--- config.mk ---
export PLATFORM = sky130hd
export DESIGN_NAME = supersampled_icon_pixel_shader_core_flat
export DESIGN_NICKNAME = d
export VERILOG_FILES = /design/src/hw/rtl/sips_pkg.sv /design/src/hw/rtl/sips_pix_if.sv /design/src/hw/rtl/sips_rgba_if.sv /design/src/hw/rtl/sips_axis.sv /design/src/hw/rtl/sips_cover.sv /design/src/hw/rtl/sips_alpha.sv /design/src/hw/rtl/supersampled_icon_pixel_shader_core.sv /design/src/flat_wrapper.sv
export SDC_FILE = /design/constraint.sdc
export NUM_CORES = 1
export LEC_CHECK = 0
export ABC_AREA = 1
export BUFFER_PORTS_ARGS = -buffer_cell sky130_fd_sc_hd__buf_2
export CORE_MARGIN = 10
export CORE_UTILIZATION = 56
export CTS_CLUSTER_SIZE = 28
export DETAILED_ROUTE_END_ITERATION = 16
export PLACE_DENSITY = 0.78
export RECOVER_POWER = 25
export SLEW_MARGIN = 20
export SYNTH_ARGS = -nofsm -noshare
export SYNTH_HDL_FRONTEND = slang
export SYNTH_SLANG_ARGS = --single-unit
--- constraint.sdc ---
create_clock -name i_clk -period 13.9 [get_ports i_clk]
set_input_delay 2.78 -clock i_clk [delete_from_list [all_inputs] [get_ports i_clk]]
set_output_delay 2.78 -clock i_clk [all_outputs]
set_load 0.005 [all_outputs]
--- src/hw/rtl/sips_pkg.sv ---
// shared types, constants and lookup tables of the icon pixel shader
// no dependencies; imported by the interfaces and all shader modules
package sips_pkg;

    // icon geometry
    localparam int ICON_SIDE  = 18;
    localparam int SUBSAMPLES = 4;
    localparam int NSAMP      = SUBSAMPLES * SUBSAMPLES;
    localparam int GRID_D     = 2 * ICON_SIDE * SUBSAMPLES;

    // field widths
    localparam int PIX_W = 5;
    localparam int CH_W  = 8;

    // sample position u in units of 1/GRID_D, and |2u - GRID_D|
    localparam int U_W    = $clog2(2 * SUBSAMPLES * (2 ** PIX_W));
    localparam int A_W    = U_W + 1;
    localparam int SQ_W   = 2 * A_W;
    localparam int SUM_W  = SQ_W + 1;
    localparam int AR10_W = A_W + 4;
    localparam int U15_W  = U_W + 4;
    localparam int TRI_W  = A_W + 5;
    localparam int HIT_W  = $clog2(NSAMP + 1);
    localparam int ROW_W  = $clog2(SUBSAMPLES + 1);

    // circle: 10000 * (c^2 + r^2) <= 3136 * D^2
    localparam longint CIRC_LIM = (longint'(3136) * GRID_D * GRID_D) / 10000;
    // triangle: 10|r| + 15u <= 12 D
    localparam int TRI_LIM = 12 * GRID_D;

    // percent bounds turned into sample positions (ceil for lower, floor for upper)
    localparam int SQ_LO   = (24 * GRID_D + 99) / 100;
    localparam int SQ_HI   = (76 * GRID_D) / 100;
    localparam int BAR1_LO = (26 * GRID_D + 99) / 100;
    localparam int BAR1_HI = (43 * GRID_D) / 100;
    localparam int BAR2_LO = (57 * GRID_D + 99) / 100;
    localparam int BAR2_HI = (74 * GRID_D) / 100;

    // configuration registers
    localparam int CFG_IDX_W = 2;
    localparam logic [CFG_IDX_W-1:0] CFG_SHAPE = 2'd0;
    localparam logic [CFG_IDX_W-1:0] CFG_RED   = 2'd1;
    localparam logic [CFG_IDX_W-1:0] CFG_GREEN = 2'd2;
    localparam logic [CFG_IDX_W-1:0] CFG_BLUE  = 2'd3;

    localparam logic [CH_W-1:0] RED_RST   = 8'd220;
    localparam logic [CH_W-1:0] GREEN_RST = 8'd60;
    localparam logic [CH_W-1:0] BLUE_RST  = 8'd60;

    // figure codes
    typedef enum logic [1:0] {
        SHAPE_CIRCLE   = 2'd0,
        SHAPE_SQUARE   = 2'd1,
        SHAPE_TRIANGLE = 2'd2,
        SHAPE_PAUSE    = 2'd3
    } t_shape;

    // per-column terms of the sample grid
    typedef struct packed {
        logic [SQ_W-1:0]  sq;
        logic [U15_W-1:0] u15;
        logic             tri_lo;
        logic             in_sq;
        logic             in_bar;
    } t_xcol;

    // per-row terms of the sample grid
    typedef struct packed {
        logic [SQ_W-1:0]   sq;
        logic [AR10_W-1:0] ar10;
        logic              in_sq;
    } t_yrow;

    typedef struct packed {
        logic                         valid;
        t_xcol [SUBSAMPLES-1:0]       col;
        t_yrow [SUBSAMPLES-1:0]       row;
    } t_axis_req;

    typedef struct packed {
        logic             valid;
        logic [NSAMP-1:0] hit;
    } t_mask_req;

    typedef struct packed {
        logic [CH_W-1:0] red;
        logic [CH_W-1:0] green;
        logic [CH_W-1:0] blue;
    } t_color;

    // alpha = floor(255 * hits / NSAMP)
    typedef logic [CH_W-1:0] t_alpha_lut [0:NSAMP];

    function automatic t_alpha_lut make_alpha_lut();
        t_alpha_lut lut;
        for (int h = 0; h <= NSAMP; h++) begin
            lut[h] = CH_W'((255 * h) / NSAMP);
        end
        return lut;
    endfunction

    localparam t_alpha_lut ALPHA_LUT = make_alpha_lut();

endpackage

--- src/hw/rtl/sips_pix_if.sv ---
// pixel coordinate request channel (valid/ready)
// depends on sips_pkg for the coordinate width
interface sips_pix_if import sips_pkg::*; ();
    logic             valid;
    logic             ready;
    logic [PIX_W-1:0] pixel_x;
    logic [PIX_W-1:0] pixel_y;

    modport source (output valid, output pixel_x, output pixel_y, input ready);
    modport sink   (input valid, input pixel_x, input pixel_y, output ready);
endinterface

--- src/hw/rtl/sips_rgba_if.sv ---
// rgba result request channel (valid/ready)
// depends on sips_pkg for the channel width
interface sips_rgba_if import sips_pkg::*; ();
    logic            valid;
    logic            ready;
    logic [CH_W-1:0] out_red;
    logic [CH_W-1:0] out_green;
    logic [CH_W-1:0] out_blue;
    logic [CH_W-1:0] out_alpha;

    modport source (output valid, output out_red, output out_green, output out_blue,
                    output out_alpha, input ready);
    modport sink   (input valid, input out_red, input out_green, input out_blue,
                    input out_alpha, output ready);
endinterface

--- src/hw/rtl/sips_axis.sv ---
// stage 1: per-column and per-row terms of the sub-sample grid
// depends on sips_pkg and sips_pix_if
module sips_axis import sips_pkg::*; (
    input  logic            i_clk,
    input  logic            i_rst_n,
    sips_pix_if.sink        i_pix,
    input  logic            i_ready,
    output t_axis_req       o_axis
);

    logic                   r_valid;
    t_xcol [SUBSAMPLES-1:0] r_col;
    t_yrow [SUBSAMPLES-1:0] r_row;
    t_xcol [SUBSAMPLES-1:0] n_col;
    t_yrow [SUBSAMPLES-1:0] n_row;
    logic                   adv;

    // sample position 2*S*pix + 2k + 1
    function automatic logic [U_W-1:0] axis_pos(input logic [PIX_W-1:0] pix, input int k);
        return U_W'(int'(pix) * (2 * SUBSAMPLES) + 2 * k + 1);
    endfunction

    // distance from center, |2u - D|
    function automatic logic [A_W-1:0] axis_mag(input logic [U_W-1:0] pos);
        int twice;
        twice = 2 * int'(pos);
        return (twice >= GRID_D) ? A_W'(twice - GRID_D) : A_W'(GRID_D - twice);
    endfunction

    function automatic logic in_range(input logic [U_W-1:0] pos, input int lo, input int hi);
        return (32'(pos) >= 32'(lo)) && (32'(pos) <= 32'(hi));
    endfunction

    // stage moves when empty or when downstream takes its item
    assign adv         = !r_valid || i_ready;
    assign i_pix.ready = adv;

    // column and row terms
    always_comb begin
        for (int k = 0; k < SUBSAMPLES; k++) begin
            logic [U_W-1:0] pu;
            logic [U_W-1:0] pv;
            logic [A_W-1:0] mc;
            logic [A_W-1:0] mr;
            pu = axis_pos(i_pix.pixel_x, k);
            pv = axis_pos(i_pix.pixel_y, k);
            mc = axis_mag(pu);
            mr = axis_mag(pv);

            n_col[k].sq     = SQ_W'(mc) * SQ_W'(mc);
            n_col[k].u15    = U15_W'(pu) * U15_W'(15);
            n_col[k].tri_lo = (32'(pu) >= 32'(SQ_LO));
            n_col[k].in_sq  = in_range(pu, SQ_LO, SQ_HI);
            n_col[k].in_bar = in_range(pu, BAR1_LO, BAR1_HI) || in_range(pu, BAR2_LO, BAR2_HI);

            n_row[k].sq     = SQ_W'(mr) * SQ_W'(mr);
            n_row[k].ar10   = AR10_W'(mr) * AR10_W'(10);
            n_row[k].in_sq  = in_range(pv, SQ_LO, SQ_HI);
        end
    end

    // valid bit
    always_ff @(posedge i_clk) begin
        if (!i_rst_n) begin
            r_valid <= 1'b0;
        end else if (adv) begin
            r_valid <= i_pix.valid;
        end
    end

    // payload
    always_ff @(posedge i_clk) begin
        if (adv && i_pix.valid) begin
            r_col <= n_col;
            r_row <= n_row;
        end
    end

    assign o_axis.valid = r_valid;
    assign o_axis.col   = r_col;
    assign o_axis.row   = r_row;

endmodule

--- src/hw/rtl/sips_cover.sv ---
// stage 2: per-sample coverage test against the selected figure
// depends on sips_pkg
module sips_cover import sips_pkg::*; (
    input  logic      i_clk,
    input  logic      i_rst_n,
    input  t_axis_req i_axis,
    input  t_shape    i_shape,
    input  logic      i_ready,
    output logic      o_ready,
    output t_mask_req o_mask
);

    logic             r_valid;
    logic [NSAMP-1:0] r_hit;
    logic [NSAMP-1:0] n_hit;
    logic             adv;

    assign adv     = !r_valid || i_ready;
    assign o_ready = adv;

    // one hit bit per sub-sample, row-major
    always_comb begin
        for (int sy = 0; sy < SUBSAMPLES; sy++) begin
            for (int sx = 0; sx < SUBSAMPLES; sx++) begin
                logic [SUM_W-1:0] rad;
                logic [TRI_W-1:0] slope;
                logic             hit;
                rad   = SUM_W'(i_axis.col[sx].sq) + SUM_W'(i_axis.row[sy].sq);
                slope = TRI_W'(i_axis.col[sx].u15) + TRI_W'(i_axis.row[sy].ar10);
                case (i_shape)
                    SHAPE_CIRCLE:   hit = (rad <= SUM_W'(CIRC_LIM));
                    SHAPE_SQUARE:   hit = i_axis.col[sx].in_sq && i_axis.row[sy].in_sq;
                    SHAPE_TRIANGLE: hit = i_axis.col[sx].tri_lo && (slope <= TRI_W'(TRI_LIM));
                    SHAPE_PAUSE:    hit = i_axis.col[sx].in_bar && i_axis.row[sy].in_sq;
                    default:        hit = 1'b0;
                endcase
                n_hit[sy * SUBSAMPLES + sx] = hit;
            end
        end
    end

    // valid bit
    always_ff @(posedge i_clk) begin
        if (!i_rst_n) begin
            r_valid <= 1'b0;
        end else if (adv) begin
            r_valid <= i_axis.valid;
        end
    end

    // hit mask
    always_ff @(posedge i_clk) begin
        if (adv && i_axis.valid) begin
            r_hit <= n_hit;
        end
    end

    assign o_mask.valid = r_valid;
    assign o_mask.hit   = r_hit;

endmodule

--- src/hw/rtl/sips_alpha.sv ---
// stages 3 and 4: hit count, then alpha lookup into the output register
// depends on sips_pkg and sips_rgba_if
module sips_alpha import sips_pkg::*; (
    input  logic        i_clk,
    input  logic        i_rst_n,
    input  t_mask_req   i_mask,
    input  t_color      i_color,
    output logic        o_ready,
    sips_rgba_if.source o_rgba
);

    logic             r_cnt_valid;
    logic [HIT_W-1:0] r_cnt;
    logic [HIT_W-1:0] n_cnt;
    logic             r_out_valid;
    logic [CH_W-1:0]  r_alpha;
    logic             adv3;
    logic             adv4;

    assign adv4    = !r_out_valid || o_rgba.ready;
    assign adv3    = !r_cnt_valid || adv4;
    assign o_ready = adv3;

    // popcount: row sums first, then the sum of rows
    always_comb begin
        logic [ROW_W-1:0] row_sum [SUBSAMPLES];
        for (int sy = 0; sy < SUBSAMPLES; sy++) begin
            row_sum[sy] = '0;
            for (int sx = 0; sx < SUBSAMPLES; sx++) begin
                row_sum[sy] = row_sum[sy] + ROW_W'(i_mask.hit[sy * SUBSAMPLES + sx]);
            end
        end
        n_cnt = '0;
        for (int sy = 0; sy < SUBSAMPLES; sy++) begin
            n_cnt = n_cnt + HIT_W'(row_sum[sy]);
        end
    end

    // count stage
    always_ff @(posedge i_clk) begin
        if (!i_rst_n) begin
            r_cnt_valid <= 1'b0;
        end else if (adv3) begin
            r_cnt_valid <= i_mask.valid;
        end
    end

    always_ff @(posedge i_clk) begin
        if (adv3 && i_mask.valid) begin
            r_cnt <= n_cnt;
        end
    end

    // output stage
    always_ff @(posedge i_clk) begin
        if (!i_rst_n) begin
            r_out_valid <= 1'b0;
        end else if (adv4) begin
            r_out_valid <= r_cnt_valid;
        end
    end

    always_ff @(posedge i_clk) begin
        if (adv4 && r_cnt_valid) begin
            r_alpha <= ALPHA_LUT[r_cnt];
        end
    end

    // colour regs must change only while idle, unenforced; drive result directly
    assign o_rgba.valid     = r_out_valid;
    assign o_rgba.out_red   = i_color.red;
    assign o_rgba.out_green = i_color.green;
    assign o_rgba.out_blue  = i_color.blue;
    assign o_rgba.out_alpha = r_alpha;

    // count never exceeds the number of sub-samples
    a_cnt_range: assert property (@(posedge i_clk) disable iff (!i_rst_n)
        r_cnt_valid |-> (r_cnt <= HIT_W'(NSAMP)))
        else $error("hit count out of range");

    // no hits gives transparent, and only no hits does
    a_alpha_zero: assert property (@(posedge i_clk) disable iff (!i_rst_n)
        (r_cnt_valid && adv4) |=> ((r_alpha == '0) == ($past(r_cnt) == '0)))
        else $error("alpha zero mismatch");

    // full coverage gives opaque
    a_alpha_full: assert property (@(posedge i_clk) disable iff (!i_rst_n)
        (r_cnt_valid && adv4 && (r_cnt == HIT_W'(NSAMP))) |=> (r_alpha == 8'd255))
        else $error("full coverage not opaque");

endmodule

--- src/hw/rtl/supersampled_icon_pixel_shader_core.sv ---
// Icon pixel shader: takes one pixel coordinate of the 18x18 icon per request and returns
// the configured flat colour with an alpha of floor(255*hits/16), where hits counts the
// 4x4 sub-samples of the pixel that fall inside the selected figure (record circle, stop
// square, play triangle or pause bars). It accepts one pixel every clock while not
// stalled by a held output, and returns one result per pixel, in order.
// The four register stages are the per-axis grid terms, the coverage mask, the hit count
// and the alpha output register; input ready drops only when all four hold an item and the
// output is not taken. Configuration writes are meant to arrive while no pixel is in flight.
module supersampled_icon_pixel_shader_core import sips_pkg::*; (
    input  logic                 i_clk,
    input  logic                 i_rst_n,
    sips_pix_if.sink             i_pix,
    sips_rgba_if.source          o_rgba,
    input  logic                 i_cfg_we,
    input  logic [CFG_IDX_W-1:0] i_cfg_idx,
    input  logic [CH_W-1:0]      i_cfg_data
);

    t_shape    r_shape;
    t_color    r_color;
    t_axis_req axis;
    t_mask_req mask;
    logic      cover_ready;
    logic      alpha_ready;

    // configuration registers
    always_ff @(posedge i_clk) begin
        if (!i_rst_n) begin
            r_shape       <= SHAPE_CIRCLE;
            r_color.red   <= RED_RST;
            r_color.green <= GREEN_RST;
            r_color.blue  <= BLUE_RST;
        end else if (i_cfg_we) begin
            unique case (i_cfg_idx)
                CFG_SHAPE: r_shape       <= t_shape'(i_cfg_data[1:0]);
                CFG_RED:   r_color.red   <= i_cfg_data;
                CFG_GREEN: r_color.green <= i_cfg_data;
                CFG_BLUE:  r_color.blue  <= i_cfg_data;
                default:   r_shape       <= r_shape;
            endcase
        end
    end

    // grid terms
    sips_axis u_axis (
        .i_clk   (i_clk),
        .i_rst_n (i_rst_n),
        .i_pix   (i_pix),
        .i_ready (cover_ready),
        .o_axis  (axis)
    );

    // coverage mask
    sips_cover u_cover (
        .i_clk   (i_clk),
        .i_rst_n (i_rst_n),
        .i_axis  (axis),
        .i_shape (r_shape),
        .i_ready (alpha_ready),
        .o_ready (cover_ready),
        .o_mask  (mask)
    );

    // hit count and alpha
    sips_alpha u_alpha (
        .i_clk   (i_clk),
        .i_rst_n (i_rst_n),
        .i_mask  (mask),
        .i_color (r_color),
        .o_ready (alpha_ready),
        .o_rgba  (o_rgba)
    );

    // the pipeline backs up only behind a held result
    a_stall_source: assert property (@(posedge i_clk) disable iff (!i_rst_n)
        !i_pix.ready |-> (o_rgba.valid && !o_rgba.ready))
        else $error("input stalled without a held result");

    // nothing comes out right after reset
    a_reset_empty: assert property (@(posedge i_clk) disable iff (!i_rst_n)
        $past(!i_rst_n) |-> !o_rgba.valid)
        else $error("result valid right after reset");

    // an empty pipeline takes a pixel at once
    a_empty_ready: assert property (@(posedge i_clk) disable iff (!i_rst_n)
        (!axis.valid && !mask.valid && !o_rgba.valid) |-> i_pix.ready)
        else $error("empty pipeline not ready");

endmodule
--- src/flat_wrapper.sv ---
// flat-port wrapper written by rule: the top's interface ports become plain ports
module supersampled_icon_pixel_shader_core_flat import sips_pkg::*;
  (i_clk, i_rst_n, i_cfg_we, i_cfg_idx, i_cfg_data, i_pix_valid, i_pix_pixel_x, i_pix_pixel_y, i_pix_ready, o_rgba_valid, o_rgba_out_red, o_rgba_out_green, o_rgba_out_blue, o_rgba_out_alpha, o_rgba_ready);
  sips_pix_if i_pix_i ();
  sips_rgba_if o_rgba_i ();
  input  logic i_clk;
  input  logic i_rst_n;
  input  logic i_cfg_we;
  input  logic [CFG_IDX_W-1:0] i_cfg_idx;
  input  logic [CH_W-1:0] i_cfg_data;
  input wire logic [$bits(i_pix_i.valid)-1:0] i_pix_valid;
  input wire logic [$bits(i_pix_i.pixel_x)-1:0] i_pix_pixel_x;
  input wire logic [$bits(i_pix_i.pixel_y)-1:0] i_pix_pixel_y;
  output wire logic [$bits(i_pix_i.ready)-1:0] i_pix_ready;
  output wire logic [$bits(o_rgba_i.valid)-1:0] o_rgba_valid;
  output wire logic [$bits(o_rgba_i.out_red)-1:0] o_rgba_out_red;
  output wire logic [$bits(o_rgba_i.out_green)-1:0] o_rgba_out_green;
  output wire logic [$bits(o_rgba_i.out_blue)-1:0] o_rgba_out_blue;
  output wire logic [$bits(o_rgba_i.out_alpha)-1:0] o_rgba_out_alpha;
  input wire logic [$bits(o_rgba_i.ready)-1:0] o_rgba_ready;
  assign i_pix_i.valid = i_pix_valid;
  assign i_pix_i.pixel_x = i_pix_pixel_x;
  assign i_pix_i.pixel_y = i_pix_pixel_y;
  assign i_pix_ready = i_pix_i.ready;
  assign o_rgba_valid = o_rgba_i.valid;
  assign o_rgba_out_red = o_rgba_i.out_red;
  assign o_rgba_out_green = o_rgba_i.out_green;
  assign o_rgba_out_blue = o_rgba_i.out_blue;
  assign o_rgba_out_alpha = o_rgba_i.out_alpha;
  assign o_rgba_i.ready = o_rgba_ready;
  supersampled_icon_pixel_shader_core u_core (.i_clk(i_clk), .i_rst_n(i_rst_n), .i_pix(i_pix_i), .o_rgba(o_rgba_i), .i_cfg_we(i_cfg_we), .i_cfg_idx(i_cfg_idx), .i_cfg_data(i_cfg_data));
endmodule
==> summary.md <==
| Metric | Value |
|---|---|
| Switching power total | `5990 uW` |
| Tcrit/Tclk final | `68.0%` |
| Initial Util | `56.7%` |
| Share of Yosys cell area claimed by the top area cell type | `18.3%` |
| Achievable Freq | `0.106 GHz` |
| Minimum clock period | `9450 ps` |
| Leading cell types in the layout, fill and taps excluded | `nand2_1 (1489), inv_1 (938), ha_1 (547)` |
| IO Count | `59` |
| Avg WL per Cell | `18.7 um` |
| Vias per inst | `5.68` |
| Worst vdd ir | `250 uV` |
| Most frequent CP cell | `nand2_1` |
| Crit. path cell count | `28` |
| WS Path Type | `in -> reg` |
| Number of global-route vias before repair | `34000` |
| Die area | `77500 um^2` |
| Placer Congestion | `1.04` |
| Post_cts resized | `0` |
| Initial antenna violation count | `1` |
| Number of flops mapped to enable cells by yosys | `199` |
| Max stage delay on crit path | `870 ps` |
| Cell family with most CP delay | `adder cells` |
| Post-synthesis sequential area ratio | `17.6%` |
| First DRT Iteration DRCs | `3395` |
| Switch share | `56.5%` |
| Grt met3 use | `4.31%` |
| Setup TNS | `0 ps` |
| Post-route ant nets | `0` |
| WL final | `120 mm` |
| Run status | `completed` |
| CTS H-Tree Depth | `1` |
| Asr flop ratio synth | `0%` |
| Type of the tightest min-delay check | `reg -> reg` |
| Worst Skew | `29.8 ps` |
| DRC Markers | `0` |
| Synth cell types | `62` |
| Largest cells by area after synthesis | `ha_1 (18%), edfxtp_1 (16%), nand2_1 (15%)` |
| GRT busiest layer | `met2` |
| Post-cts hold buffer count | `0` |
| Die Y | `278 um` |
| Avg Cell Area, Syn | `6.85 um^2` |
| CORE AREA | `66000 um^2` |
| Clock sink count | `229` |
| Final HPWL DP | `97.6 mm` |
| Gr usage total | `30.2%` |
| Gr ovfl total | `0` |
| WHS Path Cells | `2` |
| Multi-input logic area | `27000 um^2` |
| Worst Path Required | `14250 ps` |
| Clock root buffer master | `clkbuf_16` |
| CP Buf/Inv Count | `7` |
| Met1 usage | `39.1%` |
| Clock transition at the registers of the reported paths | `60 ps` |
| Critical Path AT | `9800 ps` |
| Total of max-cap violations | `0` |
| Reg area | `6580 um^2` |
| CTS tree | `built` |
| Fillers | `6182` |
| Final Hold Viols | `0` |
| Slowest cell on crit path | `clkinvlp_2` |
| Pleak | `0.0214 uW` |
| Area grow syn2layout | `5.75%` |
| Int Pwr | `4610 uW` |
| Total Nets Final | `6249` |
| Clock power share | `7.4%` |
| Num rows | `94` |
| Layout cells sized above 1 | `2.77%` |
| First-pass GRT wire length | `186 mm` |
| Chip width | `278 um` |
| Gate power share | `76.4%` |
| Mapped Cells | `5457` |
| #FFs+latches synth | `229` |
| Most common cell after layout, fill and taps aside | `nand2_1` |
| Slew Limit Headroom | `27.6%` |
| FF-to-FF setup slack | `10370 ps` |
| Pin count of the biggest net entering global routing | `174` |
| Deepest clock path buffer count | `3` |
| Mapped Area | `37400 um^2` |
| Worst r2r path cells | `10` |
| Cell taking the most area after synthesis | `ha_1` |
| Final Max Tran Viols | `0` |
| Crit start category | `input pin` |
| Place WS | `4740 ps` |
| YS warnings | `0` |
| Routed vias | `36300` |
| RSZ-0062 raised after global routing | `no` |
| Clock latency on the worst-skew pair | `610 ps` |
| Power share of the sequential group | `16.2%` |
| Final setup viols | `0` |
| Main synth FF type | `edfxtp_1` |
| CP Capture Type | `register` |
| Worst slew pin tran | `1090 ps` |
| Maximum fanout along the worst path | `15` |
| TritonRoute pass-1 iters | `6` |
| CTS Buf Count | `28` |
| Post-CTS Setup Bufs | `0` |
| Met2 Use GR | `48.9%` |
| Power per cell area | `268 nW/um^2` |
| PortBufs | `58` |
| Post-route setup slack | `4450 ps` |
-- worst paths after layout --
check,startpoint,end
max reg2reg,u_core.u_cover.r_hit[0],u_core.u_alpha.r_cnt[2]
max,i_pix_pixel_y[2],u_core.u_axis.o_axis[93]
min reg2reg,u_core.r_color[12],u_core.r_color[12]
min,u_core.r_color[12],u_core.r_color[12]
-- tightest hold or removal path, cell delays in order, from the launching register on --
cell	delay, ps
dfxtp_1	330
nand2_1	50
nand3_1	50
-- area by class of cell --
| type | count | area share, % |
|---|---|---|
| multi-input combinational | 4232 | 68.2 |
| sequential | 229 | 16.6 |
| inverter | 957 | 9.12 |
| tap | 864 | 2.73 |
| clock buffer | 36 | 1.93 |
| timing repair buffer | 63 | 0.797 |
| clock inverter | 16 | 0.541 |
| antenna | 2 | 0.0127 |
-- cell families after synthesis --
kind of cell | after synthesis | share of synthesized area (%)
mux | 2 | 0.0602
compound gates | 694 | 10.4
xor+xnor | 238 | 5.57
fa+ha+maj | 713 | 27.2
buf+inv | 997 | 10.2
flops | 229 | 17.6
simple gates | 2583 | 28.9
other cells | 1 | 0.0100
-- flip-flops by register name, indices dropped and copies added (netlist names), 2 cells and up --
name and count:
u_core.u_cover.r_hit 16, u_core.r_shape 2, u_core.u_alpha.o_rgba.out_alpha 5, u_core.u_axis.o_axis 173, u_core.u_alpha.r_cnt 5, u_core.r_color 24
-- power groups by stage --
stage,sequential [uW],combinational [uW],clock [uW]
after floorplan,1300,6310,0
after global placement,1690,7790,0
after detailed placement,1690,7930,0
after CTS,1670,7980,793
after global routing,1680,9250,821
final,1710,8100,784
-- metrics by stage --
stage / area, um^2 / total power [uW] / utilization, % / hold slack (ps) / cells
5_1_grt: 39500 / 11800 / 59.9 / 498 / 6397
3_5_place_dp: 38600 / 9610 / 58.5 / 440 / 6345
3_3_place_gp: 38600 / 9480 / 58.5 / 435 / 6345
4_1_cts: 39600 / 10500 / 60.0 / 462 / 6397
6_report: 39600 / 10600 / 59.9 / 458 / 6399
2_1_floorplan: 37400 / 7610 / - / 450 / 5458
-- synth_stat cells (18+ instances only) --
library cell / instances
inv_1: 936
nand3_1: 421
dfxtp_1: 30
nor2_1: 474
xnor2_1: 66
o21bai_1: 36
nand3b_1: 37
a21o_1: 18
nand2_1: 1486
xor2_1: 172
a21oi_1: 345
nor3_1: 51
fa_1: 166
clkbuf_1: 20
edfxtp_1: 199
o21ai_0: 188
ha_1: 547
nand4_1: 74
-- routing by layer --
| layer | share of wire, % | wire length [um] | vias up |
|---|---|---|---|
| met3 | 9.8 | 11700 | 330 |
| met1 | 41 | 48500 | 16700 |
| met2 | 44 | 52400 | 1545 |
| li1 | - | - | 17800 |
| met4 | 5.8 | 6990 | 0 |
| met5 | 0 | 0 | - |
Note: power is estimated with default switching activity, not from simulation.
